$ cat config.mk
export PLATFORM = sky130hd
export DESIGN_NAME = epoch_seconds_to_calendar
export DESIGN_NICKNAME = d
export VERILOG_FILES = /design/src/hw/rtl/es2cal_pkg.sv /design/src/hw/rtl/epoch_seconds_to_calendar.sv
export SDC_FILE = /design/constraint.sdc
export NUM_CORES = 1
export LEC_CHECK = 0
export BUFFER_PORTS_ARGS = -buffer_cell sky130_fd_sc_hd__buf_2
export CAP_MARGIN = 20
export CORE_MARGIN = 2
export CORE_UTILIZATION = 25
export DETAILED_ROUTE_END_ITERATION = 10
export PLACE_DENSITY = 0.44
export SYNTH_ARGS = -nofsm -noshare
export SYNTH_HDL_FRONTEND = slang
export SYNTH_SLANG_ARGS = --single-unit
$ cat constraint.sdc
create_clock -name clock -period 8.79 [get_ports clock]
set_clock_uncertainty 0.2 [all_clocks]
set_input_delay 2.637 -clock clock [delete_from_list [all_inputs] [get_ports clock]]
set_output_delay 2.637 -clock clock [all_outputs]
set_load 0.02 [all_outputs]
$ cat src/hw/rtl/es2cal_pkg.sv
// Shared constants and calendar helper functions for the epoch seconds to
// calendar converter. No dependencies.
package es2cal_pkg;

   // Field widths of the transfer payloads
   localparam int EPOCH_W  = 32;
   localparam int SEC_W    = 6;
   localparam int MIN_W    = 6;
   localparam int HOUR_W   = 5;
   localparam int MDAY_W   = 5;
   localparam int MON_W    = 4;
   localparam int YEAR_W   = 8;
   localparam int WDAY_W   = 3;
   localparam int YDAY_W   = 9;

   // Working width of the shared adder/subtractor (33-bit biased seconds plus sign)
   localparam int ALU_W    = 34;
   // Quotient width of the day division and its step counter
   localparam int DAYQ_W   = 17;
   localparam int QUO_W    = 16;
   localparam int CNT_W    = 5;
   localparam int REM_W    = 17;

   localparam int SECS_PER_MIN  = 60;
   localparam int SECS_PER_HOUR = 3600;
   localparam int SECS_PER_DAY  = 86400;
   localparam int HOUR_QBITS    = 5;
   localparam int MIN_QBITS     = 6;

   // Whole days added to the input so the dividend is never negative
   localparam int DAY_BIAS      = 24856;
   localparam logic [ALU_W-1:0] EPOCH_BIAS =
      ALU_W'(64'(SECS_PER_DAY) * 64'(DAY_BIAS));
   // 1970-01-01 was a Thursday; fold the day bias into the weekday offset
   localparam int WDAY_BIAS     = ((4 - DAY_BIAS) % 7 + 7) % 7;

   localparam logic [YEAR_W-1:0] BASE_YEAR  = YEAR_W'(70);
   localparam logic [MON_W-1:0]  MONTH_LAST = MON_W'(11);

   // Gregorian leap rule over the years 1900..2155 reachable in eight bits
   function automatic logic is_leap(input logic [YEAR_W-1:0] yrs);
      return (yrs[1:0] == 2'b00) && (yrs != YEAR_W'(0)) && (yrs != YEAR_W'(200));
   endfunction

   function automatic logic [YDAY_W-1:0] year_len(input logic [YEAR_W-1:0] yrs);
      return is_leap(yrs) ? YDAY_W'(366) : YDAY_W'(365);
   endfunction

   function automatic logic [MDAY_W:0] month_len(input logic [MON_W-1:0] mon,
                                                 input logic leap);
      logic [MDAY_W:0] len;
      case (mon) inside
         4'd1:                   len = leap ? 6'd29 : 6'd28;
         4'd3, 4'd5, 4'd8, 4'd10: len = 6'd30;
         default:                len = 6'd31;
      endcase
      return len;
   endfunction

   // One quotient bit into a running residue modulo seven
   function automatic logic [WDAY_W-1:0] mod7_step(input logic [WDAY_W-1:0] r,
                                                   input logic bit_in);
      logic [WDAY_W:0] t;
      t = {r, bit_in};
      return (t >= 4'd7) ? WDAY_W'(t - 4'd7) : WDAY_W'(t);
   endfunction

   // Add a constant residue modulo seven
   function automatic logic [WDAY_W-1:0] mod7_add(input logic [WDAY_W-1:0] r,
                                                  input logic [WDAY_W-1:0] k);
      logic [WDAY_W:0] t;
      t = {1'b0, r} + {1'b0, k};
      return (t >= 4'd7) ? WDAY_W'(t - 4'd7) : WDAY_W'(t);
   endfunction

endpackage

$ cat src/hw/rtl/epoch_seconds_to_calendar.sv
// Epoch seconds to UTC calendar converter: one sequencer around a shared
// adder/subtractor. Depends on es2cal_pkg.

// One signed 32-bit seconds count goes in, one broken-down UTC date comes
// out. The converter works on one transfer at a time: req_ready is high only
// while it is idle. A conversion runs from acceptance to the result register
// as a sequence of steps around the single adder/subtractor: 17 restoring
// division steps by the day length, one to remove the day bias, one per whole
// year away from 1970 (up to 69) and one to leave the year phase, one per
// month stepped past (up to 11) and one to leave the month phase, eleven
// division steps for hour and minute, and one to load the result. The result
// sits in an output register until taken; a new request is accepted
// meanwhile, and a second finished result waits in the converter, holding
// req_ready low, until the first is taken.
module epoch_seconds_to_calendar (
   input  logic                                clock,
   input  logic                                reset,
   input  logic                                req_valid,
   output logic                                req_ready,
   input  logic signed [es2cal_pkg::EPOCH_W-1:0] req_epoch_seconds,
   output logic                                rsp_valid,
   input  logic                                rsp_ready,
   output logic [es2cal_pkg::SEC_W-1:0]        rsp_second,
   output logic [es2cal_pkg::MIN_W-1:0]        rsp_minute,
   output logic [es2cal_pkg::HOUR_W-1:0]       rsp_hour,
   output logic [es2cal_pkg::MDAY_W-1:0]       rsp_day_of_month,
   output logic [es2cal_pkg::MON_W-1:0]        rsp_month,
   output logic [es2cal_pkg::YEAR_W-1:0]       rsp_years_since_1900,
   output logic [es2cal_pkg::WDAY_W-1:0]       rsp_weekday,
   output logic [es2cal_pkg::YDAY_W-1:0]       rsp_day_of_year
);
   import es2cal_pkg::*;

   localparam logic [2:0] S_IDLE   = 3'd0;
   localparam logic [2:0] S_DAYDIV = 3'd1;
   localparam logic [2:0] S_DAYFIX = 3'd2;
   localparam logic [2:0] S_YEAR   = 3'd3;
   localparam logic [2:0] S_MONTH  = 3'd4;
   localparam logic [2:0] S_HOUR   = 3'd5;
   localparam logic [2:0] S_MIN    = 3'd6;
   localparam logic [2:0] S_DONE   = 3'd7;

   logic [2:0]        state_ff, state_in;
   logic [ALU_W-1:0]  acc_ff, acc_in;
   logic [ALU_W-1:0]  dvs_ff, dvs_in;
   logic [QUO_W-1:0]  quo_ff, quo_in;
   logic [CNT_W-1:0]  cnt_ff, cnt_in;
   logic [REM_W-1:0]  rem_ff, rem_in;
   logic [WDAY_W-1:0] wd_ff, wd_in;
   logic [YEAR_W-1:0] year_ff, year_in;
   logic [MON_W-1:0]  mon_ff, mon_in;
   logic [YDAY_W-1:0] doy_ff, doy_in;
   logic [MDAY_W-1:0] mday_ff, mday_in;
   logic [HOUR_W-1:0] hour_ff, hour_in;
   logic [MIN_W-1:0]  minute_ff, minute_in;
   logic [SEC_W-1:0]  second_ff, second_in;

   logic              rsp_valid_ff, rsp_valid_in;
   logic [SEC_W-1:0]  out_second_ff, out_second_in;
   logic [MIN_W-1:0]  out_minute_ff, out_minute_in;
   logic [HOUR_W-1:0] out_hour_ff, out_hour_in;
   logic [MDAY_W-1:0] out_mday_ff, out_mday_in;
   logic [MON_W-1:0]  out_mon_ff, out_mon_in;
   logic [YEAR_W-1:0] out_year_ff, out_year_in;
   logic [WDAY_W-1:0] out_wd_ff, out_wd_in;
   logic [YDAY_W-1:0] out_doy_ff, out_doy_in;

   // Shared adder/subtractor operands and result
   logic [ALU_W-1:0]  alu_a, alu_b, alu_sum;
   logic              alu_sub;
   logic              acc_neg, alu_neg, qbit;
   logic [ALU_W-1:0]  div_rem;
   logic [QUO_W-1:0]  quo_next;
   logic [YEAR_W-1:0] year_prev;
   logic              out_free;

   assign acc_neg   = acc_ff[ALU_W-1];
   assign year_prev = year_ff - YEAR_W'(1);

   // Select operands for the shared unit
   always_comb begin
      alu_a   = acc_ff;
      alu_b   = '0;
      alu_sub = 1'b0;
      unique case (state_ff)
         S_IDLE: begin
            alu_a = {{(ALU_W-EPOCH_W){req_epoch_seconds[EPOCH_W-1]}}, req_epoch_seconds};
            alu_b = EPOCH_BIAS;
         end
         S_DAYDIV, S_HOUR, S_MIN: begin
            alu_b   = dvs_ff;
            alu_sub = 1'b1;
         end
         S_DAYFIX: begin
            alu_a   = ALU_W'(quo_ff);
            alu_b   = ALU_W'(DAY_BIAS);
            alu_sub = 1'b1;
         end
         S_YEAR: begin
            alu_b   = acc_neg ? ALU_W'(year_len(year_prev)) : ALU_W'(year_len(year_ff));
            alu_sub = !acc_neg;
         end
         S_MONTH: begin
            alu_b   = ALU_W'(month_len(mon_ff, is_leap(year_ff)));
            alu_sub = 1'b1;
         end
         default: begin
            alu_b = '0;
         end
      endcase
   end

   assign alu_sum  = alu_a + (alu_b ^ {ALU_W{alu_sub}}) + ALU_W'(alu_sub);
   assign alu_neg  = alu_sum[ALU_W-1];
   assign qbit     = !alu_neg;
   assign div_rem  = qbit ? alu_sum : acc_ff;
   assign quo_next = {quo_ff[QUO_W-2:0], qbit};
   assign out_free = !rsp_valid_ff || rsp_ready;

   // Sequencer: advance one step of the current phase per cycle; the completion state holds until the output is free
   always_comb begin
      state_in  = state_ff;
      acc_in    = acc_ff;
      dvs_in    = dvs_ff;
      quo_in    = quo_ff;
      cnt_in    = cnt_ff;
      rem_in    = rem_ff;
      wd_in     = wd_ff;
      year_in   = year_ff;
      mon_in    = mon_ff;
      doy_in    = doy_ff;
      mday_in   = mday_ff;
      hour_in   = hour_ff;
      minute_in = minute_ff;
      second_in = second_ff;
      unique case (state_ff)
         S_IDLE: begin
            if (req_valid) begin
               acc_in   = alu_sum;
               dvs_in   = ALU_W'(SECS_PER_DAY) << (DAYQ_W - 1);
               cnt_in   = CNT_W'(DAYQ_W - 1);
               quo_in   = '0;
               wd_in    = '0;
               state_in = S_DAYDIV;
            end
         end
         S_DAYDIV: begin
            acc_in = div_rem;
            quo_in = quo_next;
            wd_in  = mod7_step(wd_ff, qbit);
            dvs_in = dvs_ff >> 1;
            cnt_in = cnt_ff - CNT_W'(1);
            if (cnt_ff == '0) state_in = S_DAYFIX;
         end
         S_DAYFIX: begin
            // hold the seconds of the day, turn the quotient into signed days
            rem_in   = acc_ff[REM_W-1:0];
            acc_in   = alu_sum;
            wd_in    = mod7_add(wd_ff, WDAY_W'(WDAY_BIAS));
            year_in  = BASE_YEAR;
            state_in = S_YEAR;
         end
         S_YEAR: begin
            if (acc_neg) begin
               acc_in  = alu_sum;
               year_in = year_prev;
            end else if (!alu_neg) begin
               acc_in  = alu_sum;
               year_in = year_ff + YEAR_W'(1);
            end else begin
               doy_in   = acc_ff[YDAY_W-1:0];
               mon_in   = '0;
               state_in = S_MONTH;
            end
         end
         S_MONTH: begin
            if ((mon_ff != MONTH_LAST) && !alu_neg) begin
               acc_in = alu_sum;
               mon_in = mon_ff + MON_W'(1);
            end else begin
               mday_in  = acc_ff[MDAY_W-1:0] + MDAY_W'(1);
               acc_in   = ALU_W'(rem_ff);
               dvs_in   = ALU_W'(SECS_PER_HOUR) << (HOUR_QBITS - 1);
               cnt_in   = CNT_W'(HOUR_QBITS - 1);
               quo_in   = '0;
               state_in = S_HOUR;
            end
         end
         S_HOUR: begin
            acc_in = div_rem;
            quo_in = quo_next;
            dvs_in = dvs_ff >> 1;
            cnt_in = cnt_ff - CNT_W'(1);
            if (cnt_ff == '0) begin
               hour_in  = quo_next[HOUR_W-1:0];
               dvs_in   = ALU_W'(SECS_PER_MIN) << (MIN_QBITS - 1);
               cnt_in   = CNT_W'(MIN_QBITS - 1);
               quo_in   = '0;
               state_in = S_MIN;
            end
         end
         S_MIN: begin
            acc_in = div_rem;
            quo_in = quo_next;
            dvs_in = dvs_ff >> 1;
            cnt_in = cnt_ff - CNT_W'(1);
            if (cnt_ff == '0) begin
               minute_in = quo_next[MIN_W-1:0];
               second_in = div_rem[SEC_W-1:0];
               state_in  = S_DONE;
            end
         end
         S_DONE: begin
            if (out_free) state_in = S_IDLE;
         end
         default: begin
            state_in = S_IDLE;
         end
      endcase
   end

   // Output register: load on completion, drop once the transfer is taken
   always_comb begin
      rsp_valid_in  = rsp_valid_ff && !rsp_ready;
      out_second_in = out_second_ff;
      out_minute_in = out_minute_ff;
      out_hour_in   = out_hour_ff;
      out_mday_in   = out_mday_ff;
      out_mon_in    = out_mon_ff;
      out_year_in   = out_year_ff;
      out_wd_in     = out_wd_ff;
      out_doy_in    = out_doy_ff;
      if ((state_ff == S_DONE) && out_free) begin
         rsp_valid_in  = 1'b1;
         out_second_in = second_ff;
         out_minute_in = minute_ff;
         out_hour_in   = hour_ff;
         out_mday_in   = mday_ff;
         out_mon_in    = mon_ff;
         out_year_in   = year_ff;
         out_wd_in     = wd_ff;
         out_doy_in    = doy_ff;
      end
   end

   // Control state
   always_ff @(posedge clock) begin
      if (reset) begin
         state_ff     <= S_IDLE;
         rsp_valid_ff <= 1'b0;
      end else begin
         state_ff     <= state_in;
         rsp_valid_ff <= rsp_valid_in;
      end
   end

   // Datapath and payload registers
   always_ff @(posedge clock) begin
      acc_ff        <= acc_in;
      dvs_ff        <= dvs_in;
      quo_ff        <= quo_in;
      cnt_ff        <= cnt_in;
      rem_ff        <= rem_in;
      wd_ff         <= wd_in;
      year_ff       <= year_in;
      mon_ff        <= mon_in;
      doy_ff        <= doy_in;
      mday_ff       <= mday_in;
      hour_ff       <= hour_in;
      minute_ff     <= minute_in;
      second_ff     <= second_in;
      out_second_ff <= out_second_in;
      out_minute_ff <= out_minute_in;
      out_hour_ff   <= out_hour_in;
      out_mday_ff   <= out_mday_in;
      out_mon_ff    <= out_mon_in;
      out_year_ff   <= out_year_in;
      out_wd_ff     <= out_wd_in;
      out_doy_ff    <= out_doy_in;
   end

   assign req_ready            = (state_ff == S_IDLE);
   assign rsp_valid            = rsp_valid_ff;
   assign rsp_second           = out_second_ff;
   assign rsp_minute           = out_minute_ff;
   assign rsp_hour             = out_hour_ff;
   assign rsp_day_of_month     = out_mday_ff;
   assign rsp_month            = out_mon_ff;
   assign rsp_years_since_1900 = out_year_ff;
   assign rsp_weekday          = out_wd_ff;
   assign rsp_day_of_year      = out_doy_ff;

   // Year stepping never leaves the range reachable from 32-bit seconds
   a_year_range: assert property (@(posedge clock) disable iff (reset)
      (state_ff == S_YEAR) |-> (year_ff >= YEAR_W'(1)) && (year_ff <= YEAR_W'(138)))
      else $error("year out of range during year stepping");

   // Month stepping works on a non-negative day of year below 366
   a_month_days: assert property (@(posedge clock) disable iff (reset)
      (state_ff == S_MONTH) |-> !acc_neg && (acc_ff < ALU_W'(366)))
      else $error("day count out of range during month stepping");

   // The day division leaves a remainder below one day
   a_day_rem: assert property (@(posedge clock) disable iff (reset)
      (state_ff == S_DAYFIX) |-> (acc_ff < ALU_W'(SECS_PER_DAY)))
      else $error("day division remainder too large");

   // A result appears only on leaving the completion state
   a_rsp_source: assert property (@(posedge clock) disable iff (reset)
      $rose(rsp_valid_ff) |-> $past(state_ff == S_DONE))
      else $error("result raised outside completion");

   // Weekday residue stays a valid day of week
   a_wd_range: assert property (@(posedge clock) disable iff (reset)
      (state_ff == S_YEAR) |-> (wd_ff < WDAY_W'(7)))
      else $error("weekday residue out of range");

endmodule
==> reports/metrics.cfg <==
[run_status]
outcome=finished clean

[floorplan]
num_rows=76
coreArea_um2=43200
die_w_um=213
die_area_um2=45400
initial_core_util=0.253
die_h_um=213
io_pins=84

[cells_and_area]
seqCellArea_um2=6000
layout.nets=1140
nFillCells=4500
multi_input_comb_area_um2=4700
synthToLayoutAreaGrowth_pct=17.4
final_area_um2=12800
diodes=0
final_cell_mix=edfxtp_1, nand2_1, buf_2
drive_above_1_share=0.149
finalNonFillerCells=1657
final_common_cell=edfxtp_1

[setup_path]
cp-end-kind=flop
slowest_stage=or3_2
worstPathArrival_ps=7130
criticalPathCategory=reg -> reg
crit_top_cell=nand3_1
cp.buffers_inverters=1
crit_required_ps=8740
critPathLaunchType=flop
cp_slowest_stage_delay_ps=870
path_delay_family=simple AND/OR/NAND/NOR gates
worstPathCellList=nand2b_1 > nor2_1 > or3_2 > xnor2_1 > ha_1 > and3_1 > nand3_1 > nor4_1 > nand2_1 > or2_2 > o22a_1 > o21a_1 > nand3_1 > mux2i_1 > a21oi_4 > buf_4
worstPathMaxFanout=54

[logic_synthesis]
syn_avg_cell_area_um2=11.2
yosys_most_used_dff=edfxtp_1
ys_top_cells_by_area=edfxtp_1, ha_1, xnor2_1, nand2_1, a21oi_1
netlist_area_um2=10900
synth_top_area_cell=edfxtp_1
synth_top_area_frac=0.541
synthArstFlopShare=0
synthCells=976
ys_ff_latch=201
yosys_warnings=0
ys_seq_area_frac=0.548
synth-edff-count=197
ys_types=75
syn-num-nets=1061

[global_routing]
grt_pass1_vias=7744
grt_pass1_wl_mm=44.7
grt_max_degree=55
antenna_found_initial=0
grt_usage=0.126
grt_overflow=0

[timing]
slew_violations=0
holdWs_ps=204
fin_crit_sh=0.817
report.final.hold_viol_count=0
rsz0062_at_grt=false
tightest_slew_ps=940
max_freq_mhz=139
fin_setup_tns_ps=0
slew_headroom=0.372
min_period_ps=7180
setup_viol=0

[drt]
vias=7766
viasPerCell=4.69
post_drt_wl_per_cell_um=17.2
firstDrtPassIters=5
finalWirelength_mm=28.5
ant_nets=0
drc=0
drtIter0Drc=395

[placement]
portBuffers=83
dp_hpwl_mm=19.3
gp_congestion=0.800
placed_area_um2=12000
placed_cells=1611

[clock_tree]
cts.sinks=201
cts.path.max_buffers=3
clk_latency_ps=550
cts_root_buf=clkbuf_16
holdBufCountCts=0
path_clk_slew_ps=60
post_cts_buffers=0
cts_buffers=25
h-tree-depth=1
cts.repair.resized=0
cts_tree=yes

[flow_run]
cap_violations=0

[min_path]
hp-class=reg -> reg

## path summary, 6_finish.rpt
check,from,to,slack [ps],depth (start not counted)
worst max register to register,state_ff[2],quo_ff[1],1610,16
worst min-delay path,hour_ff[3],rsp_hour[3],200,0
worst min register to register,hour_ff[3],rsp_hour[3],200,0
worst max-delay path,state_ff[2],quo_ff[1],1610,16
## synth_stat cells, types with 11 or more instances
library cell / instances
nor2_1: 68
a22oi_1: 16
o21ai_0: 31
a21oi_1: 65
nor3_1: 19
nand2_1: 107
edfxtp_1: 197
xnor2_1: 53
inv_1: 29
nand2b_1: 11
a22o_1: 19
clkbuf_1: 29
and2_1: 20
xor2_1: 24
nand3_1: 19
nor2b_1: 11
and3_1: 36
a21o_1: 24
ha_1: 48
## sequential cells by signal, summed over array words and instances, names as in the netlist, 8 cells and up
register,count
acc_ff,34
dvs_ff,33
rem_ff,17
quo_ff,16
doy_ff,9
rsp_day_of_year,9
rsp_years_since_1900,8
year_ff,8
## cells by family after synthesis
logic type | synth area share
muxes | 0.0126
DFF | 0.548
AOI/OAI and AO/OA | 0.151
and+or+nand+nor | 0.142
buffers and inverters | 0.0278
adders and majority gates | 0.0568
xor gates and xnor gates | 0.0617
## area by class of cell
cell class                      count  share of cell area
Sequential cell                   201               0.467
Multi-Input combinational cell    700               0.366
Tap cell                          585              0.0570
Clock buffer                       27              0.0493
Timing Repair Buffer               97              0.0404
Clock inverter                     17              0.0113
Inverter                           30             0.00916
## metrics by stage
step | setup slack [ps] | util
2_1_floorplan | 468 | -
3_3_place_gp | 1630 | 0.279
3_5_place_dp | 1500 | 0.279
4_1_cts | 1600 | 0.297
5_1_grt | 1130 | 0.297
6_report | 1610 | 0.297
## worst reg2reg max path: stages (launching register included)
cell and delay [ps]:
dfxtp_1 840, nand2b_1 670, nor2_1 140, or3_2 870, xnor2_1 330, ha_1 420, and3_1 250, nand3_1 170
nor4_1 470, nand2_1 130, or2_2 310, o22a_1 160, o21a_1 230, nand3_1 470, mux2i_1 230, a21oi_4 180
buf_4 640
## per-layer routing
metal / GRT usage / part of all wire / vias to the layer above
met1: 0.169 / 0.48 / 3787
met2: 0.207 / 0.46 / 158
met5: 0 / 0 / -
li1: - / - / 3775
met4: 0.0393 / 0.025 / 0
met3: 0.0204 / 0.040 / 46
Power is not shown: default switching activity piles up to over one toggle a cycle in this logic, so the estimate is an artifact.
